===== config.mk =====
export PLATFORM = sky130hd
export DESIGN_NAME = bctu_slot
export DESIGN_NICKNAME = d
export VERILOG_FILES = /design/src/design/bctu_pkg.sv /design/src/design/bctu_slot.sv
export SDC_FILE = /design/constraint.sdc
export NUM_CORES = 1
export LEC_CHECK = 0
export BUFFER_PORTS_ARGS = -buffer_cell sky130_fd_sc_hd__buf_2
export CAP_MARGIN = 40
export CORE_AREA = 5 5 42 44
export DETAILED_ROUTE_END_ITERATION = 12
export DIE_AREA = 0 0 47 49
export HOLD_SLACK_MARGIN = 0.05
export PLACE_DENSITY = 0.46
export SYNTH_ARGS = -nofsm -noshare
export SYNTH_HDL_FRONTEND = slang
export SYNTH_SLANG_ARGS = --single-unit
export TNS_END_PERCENT = 50

===== constraint.sdc =====
create_clock -name clk -period 0.8 [get_ports clk]
set_input_delay 0.16 -clock clk [delete_from_list [all_inputs] [get_ports clk]]
set_output_delay 0.16 -clock clk [all_outputs]
set_load 0.03 [all_outputs]

===== src/design/bctu_pkg.sv =====
// Shared types, codes and helper functions of the branch/call/trap unit.
`timescale 1ns / 1ps

package bctu_pkg;

  localparam int BCTU_STACK_BYTES = 1024;

  localparam logic [15:0] FLAG_N = 16'h8000;
  localparam logic [15:0] FLAG_Z = 16'h4000;
  localparam logic [15:0] FLAG_C = 16'h2000;
  localparam logic [15:0] FLAG_O = 16'h1000;

  typedef enum logic [3:0] {
    REQ_SET_STATUS = 4'd0,
    REQ_SET_SP     = 4'd1,
    REQ_JMP        = 4'd2,
    REQ_JSR        = 4'd3,
    REQ_RET        = 4'd4,
    REQ_BR         = 4'd5,
    REQ_BRN        = 4'd6,
    REQ_BRZ        = 4'd7,
    REQ_BRC        = 4'd8,
    REQ_BRO        = 4'd9,
    REQ_TRAP_PUSH  = 4'd10,
    REQ_TRAP_POP   = 4'd11
  } req_t;

  // stack operations run by the sequencer
  typedef enum logic [1:0] {
    MOP_JSR,
    MOP_RET,
    MOP_PUSH,
    MOP_POP
  } mop_t;

  typedef enum logic [1:0] {
    ST_CLEAR,
    ST_IDLE,
    ST_MEM,
    ST_LAST
  } seq_state_t;

  typedef struct packed {
    logic [15:0] pc;
    logic [15:0] sw;
    logic [15:0] sp;
  } rsp_t;

  typedef struct packed {
    logic push;
    rsp_t data;
  } outq_wr_t;

  function automatic mop_t mop_of(input req_t req);
    mop_t m;
    case (req)
      REQ_RET:       m = MOP_RET;
      REQ_TRAP_PUSH: m = MOP_PUSH;
      REQ_TRAP_POP:  m = MOP_POP;
      default:       m = MOP_JSR;
    endcase
    return m;
  endfunction

  // byte offset from the starting SP for each access of an operation
  function automatic logic [15:0] mop_offset(input mop_t m, input logic [1:0] step);
    logic [15:0] off;
    case (m)
      MOP_RET: off = 16'd2 + {14'd0, step};
      MOP_POP: off = 16'd2 + {14'd0, step};
      MOP_PUSH: begin
        case (step)
          2'd0:    off = 16'h0000;
          2'd1:    off = 16'h0001;
          2'd2:    off = 16'hFFFE;
          default: off = 16'hFFFF;
        endcase
      end
      default: off = {14'd0, step};
    endcase
    return off;
  endfunction

  function automatic logic [15:0] mop_sp_delta(input mop_t m);
    logic [15:0] d;
    case (m)
      MOP_RET:  d = 16'h0002;
      MOP_PUSH: d = 16'hFFFC;
      MOP_POP:  d = 16'h0004;
      default:  d = 16'hFFFE;
    endcase
    return d;
  endfunction

  function automatic logic [1:0] mop_last(input mop_t m);
    return (m == MOP_PUSH || m == MOP_POP) ? 2'd3 : 2'd1;
  endfunction

  function automatic logic mop_writes(input mop_t m);
    return (m == MOP_JSR || m == MOP_PUSH);
  endfunction

endpackage


===== src/design/bctu_slot.sv =====
// Byte address to stack slot: address modulo the stack size, with the quotient registered.
`timescale 1ns / 1ps

module bctu_slot import bctu_pkg::*; #(
  parameter int STACK_BYTES = BCTU_STACK_BYTES
) (
  input  logic                           clk,
  input  logic [15:0]                    addr,
  output logic [$clog2(STACK_BYTES)-1:0] slot
);

  localparam int          AW    = $clog2(STACK_BYTES);
  localparam int          SH    = 16 + AW;
  localparam int          QW    = 17 - AW;
  localparam longint      RECIP = ((64'sd1 <<< SH) + STACK_BYTES - 1) / STACK_BYTES;
  localparam logic [17:0] MUL_K = 18'(RECIP);

  logic [33:0]   prod;
  logic [QW-1:0] quot_r;
  logic [15:0]   addr_r;
  logic [15:0]   base;
  logic [15:0]   rem;

  // quotient by reciprocal multiply; exact for every 16-bit address
  assign prod = 34'(addr) * 34'(MUL_K);

  always_ff @(posedge clk) begin
    quot_r <= prod[SH +: QW];
    addr_r <= addr;
  end

  assign base = 16'(32'(quot_r) * 32'(STACK_BYTES));
  assign rem  = addr_r - base;
  assign slot = rem[AW-1:0];

endmodule


==> metrics <==
vias in the first global route about 210; share of layout cells above drive strength 1 76.7%; Setup CP Type reg -> out; crit start category flip-flop; sequential element share of the synthesized area 100%; port buffer count 20; DR pass1 iterations 2; max-slew violations 0; setup repair bufs after CTS 0; FP Rows 14; status finished, violations left; Slew @ Worst Pin 72.8 ps; total power per unit cell area 1990 nW/um^2; count of multi-input gates 0; post-synthesis cell area approximately 200 sq um; metal1 wirelength 171 um; GR Overflow Total 0; Critical Path Fanout Max 1; Pleak 0.240 nW; htree depth 1; Synthesized Nets 27; routed vias 190; Total Wirelength ~540 um; starting density of the core between 10% and 20%; multiplexer share of the synthesized area 0%; Highest Signal Layer met3; Final Util between 30% and 40%; hold_sp addr[1]; worst hold slack 536 ps; max-cap violations 0; Yosys top cell by area dfxtp_1; adder-cell area share of the yosys netlist 0%; placer's final routability congestion estimate approximately 0.52; sink of the worst hold path addr_r[1]; Largest Register addr_r; Worst Path Arrival about 700 ps; Worst path max stage delay ~330 ps; max FFs per register 10; fillers roughly 150; required time of the worst setup path 640 ps; syn_area_per_cell about 20 sq um; die width 47 um; Simple-Gate Fraction of Synth Area 0%; first-pass GRT wire length between 800 and 900 um; Reg clk slew, reported paths 60 ps; Antenna diodes 0; Yosys Warn Count 0; CP bufs+invs 1; unrepaired setup endpoints after global routing true; Synth Register Bits 10; HP Class in -> reg; First DRT Iteration DRCs 3; CTS tree built; failing checks negative setup slack; Final period util 108%; Sink Count 10; final setup fails 10; Achievable Freq 1160 MHz; Min Clock Period, post-route 861 ps; Largest regs addr_r (10); Root Buffer Master clkbuf_4; Fin. Hold Viols 0; Via density about 3.2; slowest library cell on the worst path dfxtp_2; CP delay by family, top flip-flops; count of cell types in the netlist 1; worst path cell trace buf_6; largest cells by area after synthesis dfxtp_1 100%; worst vdd ir 0.837 mV; CTS buffer count 3; area occupied by multi-input gates 0 sq um; top-area cell type share of the netlist area 100%; core area around 1400 sq um; Clock Path Buffers 2; post-route setup slack -60.8 ps; Die ar. 2300 sq um; crit path capture type primary output; largest net degree at the start of global routing 6; Slew headroom 95.2%; Synth Area in Compound Gates 0%; Routed Antenna Nets 0; CP Launch Point addr_r[2]; Mapped Cells 10; Routed met2 length about 270 um; fin nets 62; Die Y roughly 50 um; hold path cells 2; DRC 0; commonest non-fill, non-tap cells in the layout 10 x dfxtp_2, 10 x dlygate4sd3_1, 10 x buf_2, 10 x buf_6, 3 x clkbuf_4; initial antenna violation count 0; IO Pins 27; routed len/inst 9.20 um; xor and xnor area share after synthesis 0%; total track usage between 5 and 6%; metal3 WL a little under 100 um; Area Overhead vs Synth 159%
power breakdown:
group / internal, mW / switching, mW / leakage [nW]
clock: 0.172 / 0.145 / 0.0138
sequential: 0.530 / 0.0116 / 0.0844
combinational: 0.0971 / 0.0744 / 0.142
cell usage after synthesis:
cell type  instances
dfxtp_1           10
routing by layer:
layer  vias to the layer above  global-route usage (%)
met3                         0                    6.64
met4                         0                    1.38
li1                         97                       -
met2                        13                    8.60
met5                         -                       0
met1                        80                    4.00
logic make-up (layout without fill, tap and decap cells):
logic type | count (synthesis) | count (layout)
DFF | 10 | 10
buffers and inverters | 0 | 33
final cells by class:
class / instances / area [sq um] / area share [%]
timing repair buffer: 30 / 263 / 50.7
clock buffer: 3 / 22.5 / 4.35
tap: 16 / 20.0 / 3.86
sequential: 10 / 213 / 41.1
metrics by stage:
stage	TNS [ps]	total power [mW]	cells	worst slack [ps]	cell area [sq um]
detailed placement	0	0.646	46	159	320
global route	-928	1.10	59	-107	518
CTS	-665	1.05	59	-72.9	518
floorplan	0	0.598	10	181	200
global placement	0	0.645	46	168	320
finish	-524	1.03	59	-60.8	518
how the worst max path moves through the flow:
stage	end	depth (start not counted)
5_1_grt	slot[2]	1
3_3_place_gp	slot[1]	1
6_report	slot[2]	1
3_5_place_dp	slot[8]	1
2_1_floorplan	slot[0]	0
4_1_cts	slot[2]	1
timing repair:
action                     4_1_cts  5_1_grt
hold endpoints to repair        10        0
hold buffers                    10        0
gates resized for setup         30        0
setup endpoints to repair       10       10
Power figures use the tool's default switching activity.
