[src/design/bctu_pkg.sv]
// Shared types, codes and helper functions of the branch/call/trap unit.
`timescale 1ns / 1ps

package bctu_pkg;

  localparam int BCTU_STACK_BYTES = 1024;

  localparam logic [15:0] FLAG_N = 16'h8000;
  localparam logic [15:0] FLAG_Z = 16'h4000;
  localparam logic [15:0] FLAG_C = 16'h2000;
  localparam logic [15:0] FLAG_O = 16'h1000;

  typedef enum logic [3:0] {
    REQ_SET_STATUS = 4'd0,
    REQ_SET_SP     = 4'd1,
    REQ_JMP        = 4'd2,
    REQ_JSR        = 4'd3,
    REQ_RET        = 4'd4,
    REQ_BR         = 4'd5,
    REQ_BRN        = 4'd6,
    REQ_BRZ        = 4'd7,
    REQ_BRC        = 4'd8,
    REQ_BRO        = 4'd9,
    REQ_TRAP_PUSH  = 4'd10,
    REQ_TRAP_POP   = 4'd11
  } req_t;

  // stack operations run by the sequencer
  typedef enum logic [1:0] {
    MOP_JSR,
    MOP_RET,
    MOP_PUSH,
    MOP_POP
  } mop_t;

  typedef enum logic [1:0] {
    ST_CLEAR,
    ST_IDLE,
    ST_MEM,
    ST_LAST
  } seq_state_t;

  typedef struct packed {
    logic [15:0] pc;
    logic [15:0] sw;
    logic [15:0] sp;
  } rsp_t;

  typedef struct packed {
    logic push;
    rsp_t data;
  } outq_wr_t;

  function automatic mop_t mop_of(input req_t req);
    mop_t m;
    case (req)
      REQ_RET:       m = MOP_RET;
      REQ_TRAP_PUSH: m = MOP_PUSH;
      REQ_TRAP_POP:  m = MOP_POP;
      default:       m = MOP_JSR;
    endcase
    return m;
  endfunction

  // byte offset from the starting SP for each access of an operation
  function automatic logic [15:0] mop_offset(input mop_t m, input logic [1:0] step);
    logic [15:0] off;
    case (m)
      MOP_RET: off = 16'd2 + {14'd0, step};
      MOP_POP: off = 16'd2 + {14'd0, step};
      MOP_PUSH: begin
        case (step)
          2'd0:    off = 16'h0000;
          2'd1:    off = 16'h0001;
          2'd2:    off = 16'hFFFE;
          default: off = 16'hFFFF;
        endcase
      end
      default: off = {14'd0, step};
    endcase
    return off;
  endfunction

  function automatic logic [15:0] mop_sp_delta(input mop_t m);
    logic [15:0] d;
    case (m)
      MOP_RET:  d = 16'h0002;
      MOP_PUSH: d = 16'hFFFC;
      MOP_POP:  d = 16'h0004;
      default:  d = 16'hFFFE;
    endcase
    return d;
  endfunction

  function automatic logic [1:0] mop_last(input mop_t m);
    return (m == MOP_PUSH || m == MOP_POP) ? 2'd3 : 2'd1;
  endfunction

  function automatic logic mop_writes(input mop_t m);
    return (m == MOP_JSR || m == MOP_PUSH);
  endfunction

endpackage

[src/design/bctu_outq.sv]
// Two-entry result queue between the sequencer and the response channel.
`timescale 1ns / 1ps

module bctu_outq import bctu_pkg::*; (
  input  logic     clk,
  input  logic     rst_n,
  input  outq_wr_t wr,
  output logic     full,
  output logic     out_valid,
  input  logic     out_ready,
  output rsp_t     out_data
);

  rsp_t       ent_r [2];
  logic       head_r, head_nxt;
  logic [1:0] cnt_r, cnt_nxt;
  logic       pop;
  logic       tail;

  assign out_valid = (cnt_r != 2'd0);
  assign out_data  = ent_r[head_r];
  assign full      = (cnt_r == 2'd2);
  assign pop       = out_valid && out_ready;
  assign tail      = head_r ^ cnt_r[0];

  always_comb begin
    head_nxt = pop ? ~head_r : head_r;
    cnt_nxt  = 2'(cnt_r + {1'b0, wr.push} - {1'b0, pop});
  end

  always_ff @(posedge clk) begin
    if (!rst_n) begin
      head_r <= 1'b0;
      cnt_r  <= 2'd0;
    end else begin
      head_r <= head_nxt;
      cnt_r  <= cnt_nxt;
    end
  end

  always_ff @(posedge clk) begin
    if (wr.push) begin
      ent_r[tail] <= wr.data;
    end
  end

endmodule

[config.mk]
export PLATFORM = sky130hd
export DESIGN_NAME = bctu_outq
export DESIGN_NICKNAME = d
export VERILOG_FILES = /design/src/design/bctu_pkg.sv /design/src/design/bctu_outq.sv
export SDC_FILE = /design/constraint.sdc
export NUM_CORES = 1
export LEC_CHECK = 0
export ABC_CLOCK_PERIOD_IN_PS = 4400
export BUFFER_PORTS_ARGS = -buffer_cell sky130_fd_sc_hd__buf_2
export CORE_UTILIZATION = 37
export CTS_BUF_LIST = sky130_fd_sc_hd__clkbuf_16
export CTS_CLUSTER_SIZE = 20
export DETAILED_ROUTE_END_ITERATION = 7
export GPL_TIMING_DRIVEN = 0
export PLACE_DENSITY = 0.66
export SLEW_MARGIN = 40
export SYNTH_ARGS = -nofsm -noshare
export SYNTH_HDL_FRONTEND = slang
export SYNTH_SLANG_ARGS = --single-unit
[constraint.sdc]
create_clock -name clk -period 4.4 [get_ports clk]
set_input_delay 0.88 -clock clk [delete_from_list [all_inputs] [get_ports clk]]
set_output_delay 0.88 -clock clk [all_outputs]
set_load 0.01 [all_outputs]
==> flow_summary.json <==
{
  "required_ps": 3520,
  "dr_wl_met3_um": 429,
  "avgSynthCellArea_um2": 22.1,
  "clk_pin_slew_ps": 60,
  "powerDensity_mw_per_mm2": 623,
  "dieHeight_um": 103,
  "grt_usage": 0.119,
  "area_growth_pct": 26.6,
  "ys_seq_elements": 100,
  "yosysMostFrequentCell": "edfxtp_1",
  "rsz0062_at_grt": "no",
  "h-tree-depth": 3,
  "dieArea_mm2": 0.0106,
  "row_count": 36,
  "synth_nets": 224,
  "nFillCells": 890,
  "routed-wl-met2_um": 3090,
  "max_slew_margin": 0.692,
  "critPathCaptureType": "output pin",
  "pre_cts_slack_ps": 2280,
  "drt-met1-wl_um": 2510,
  "rrSetupSlack_ps": 2760,
  "place_congestion": 0.666,
  "yosysWarnings": 0,
  "post_cts_buffers": 0,
  "endpoint": "out_data[41]",
  "core_mm2": 0.00982,
  "cts_hold_buf": 0,
  "ant_nets": 0,
  "status": "finished, final reports clean",
  "place_hpwl_um": 4170,
  "final_cells": 423,
  "via_count": 1894,
  "fp.dieW_um": 103,
  "r2r_cells": 3,
  "grt_antenna_before_repair": 0,
  "vdd_drop_max_v": 0.000347,
  "vias_per_cell": 4.48,
  "ys_seq_area_frac": 0.788,
  "synth_top_area_cell": "edfxtp_1",
  "routed.top_layer": "met4",
  "grt_pass1_wl_um": 9080,
  "drcViolationCount": 0,
  "setup_viol": 0,
  "clockBufferDepth": 2,
  "overflow": 0,
  "period_share": 0.551,
  "slowest_delay_ps": 380,
  "async_reset_ff_frac": 0,
  "crit_fanout": 10,
  "skew_ps": 4.65,
  "initial_utilization": 0.383,
  "wl_per_cell_um": 14.4,
  "crit_path_start_kind": "flip-flop",
  "yosys_most_used_dff": "edfxtp_1",
  "n_antenna_cell": 0,
  "synth_edf_count": 96,
  "grt_max_degree": 26,
  "clock-sinks": 100,
  "cp_slowest_cell": "dfxtp_1",
  "path_class": "flip-flop to output pin",
  "reg2reg_from": "cnt_r[0]",
  "syn_area_mm2": 0.00376,
  "drive_gt1_frac": 0.597,
  "slew_viol_final": 0,
  "timing.final.ws_setup_ps": 1980,
  "max-cap-violations": 0,
  "drtIter0Drc": 49,
  "firstDrtPassIters": 4,
  "cts_buffers": 9,
  "synthCells": 170,
  "cts_tree": "done",
  "p_total_uw": 2970,
  "leakagePower_uw": 0.00184,
  "worst_pin_slew_ps": 461,
  "root_buffer": "clkbuf_16",
  "synth_common_cells": "96 x edfxtp_1, 28 x mux2_2, 20 x mux2_4, 4 x dfxtp_1",
  "hp-class": "flip-flop to flip-flop",
  "yosys.area.top_type_share": 0.766,
  "hold_viol_final": 0,
  "routed_wl_um": 6100,
  "grt_pass1_vias": 1902,
  "crit_path_cell_trace": "buf_6 -> buf_6 -> mux2_4 -> buf_2",
  "clock.fmax_mhz": 412,
  "io_buffers": 101,
  "synth_area_leaders": "edfxtp_1 77%, mux2_2 8.4%, mux2_4 8.0%",
  "clk_latency_ps": 330,
  "arrival_ps": 1540,
  "cts-resized-gates": 0,
  "synthDistinctLibCells": 17,
  "cp_common_cell": "buf_6",
  "fin_nets": 339,
  "ios": 102,
  "min_period_ps": 2420,
  "reg2reg_to": "ent_r[0][47]",
  "dp_cells": 407
}
## per-stage QoR
stage / setup TNS, ps / cell area, µm² / hold WS (ps) / util
3_5_place_dp: 0 / 4490 / 503 / 0.458
2_1_floorplan: 0 / 3760 / 477 / -
4_1_cts: 0 / 4760 / 512 / 0.485
3_3_place_gp: -24820 / 4430 / 490 / 0.451
6_report: 0 / 4760 / 505 / 0.485
5_1_grt: 0 / 4760 / 544 / 0.485
## registers in the layout (all words and copies together) (netlist names), named ones only
| register | flops |
|---|---|
| cnt_r | 2 |
| ent_r | 96 |
| head_r | 1 |
## cell type report
| cell class | instances | area (µm²) | area share |
|---|---|---|---|
| multi-input cells | 63 | 757 | 0.159 |
| plain buffers | 5 | 43.8 | 0.00919 |
| inverters | 2 | 7.51 | 0.00158 |
| flip-flops and latches | 100 | 2960 | 0.622 |
| clock buffers | 9 | 225 | 0.0473 |
| repair buffers | 104 | 556 | 0.117 |
| well taps | 133 | 166 | 0.0349 |
| clock inverters | 7 | 45.0 | 0.00946 |
## critical path, delay by kind of cell, from the launching register on
family | cells | cell delay (ps)
buffers and inverters | 3 | 520
DFF | 1 | 380
muxes | 1 | 310
## power by group
part	switching [µW]	leakage [µW]	internal, µW
registers	59.2	0.000934	1330
clock network	322	0.000136	381
logic	442	0.000772	433
## cell usage in the layout (no fill, tap or decap), drive strengths merged, types with 2 or more instances in the layout
cell type  Yosys  final
and2           2      2
buf            5    109
clkbuf         0      9
clkinv         0      3
dfxtp          4      4
edfxtp        96     96
ha             2      2
inv            2      5
mux2          48     48
mux2i          2      2
nor2b          3      3
## cells by family after synthesis
kind of cell | Yosys count | synth area share
AO/OA/AOI/OAI | 1 | 0.00200
XOR/XNOR | 2 | 0.00832
adder cells (fa/ha/maj) | 2 | 0.00665
buffers and inverters | 7 | 0.0136
flip-flops | 100 | 0.788
multiplexers | 50 | 0.169
AND/OR/NAND/NOR | 8 | 0.0126
## routing by layer
metal	GRT usage	up-vias
li1	-	895
met1	0.137	924
met2	0.197	67
met3	0.0508	8
met4	0.0455	0
met5	0	-
## how the worst min path moves through the flow
| stage | startpoint | to | slack, ps | cells past startpoint |
|---|---|---|---|---|
| floorplan | head_r | flip-flop | 480 | 2 |
| global placement | head_r | head_r | 490 | 2 |
| detailed placement | head_r | flip-flop | 500 | 2 |
| CTS | head_r | flip-flop | 510 | 2 |
| global route | head_r | head_r | 540 | 2 |
| finish | head_r | flip-flop | 500 | 2 |
No activity file was read; power rests on OpenSTA's default activity.
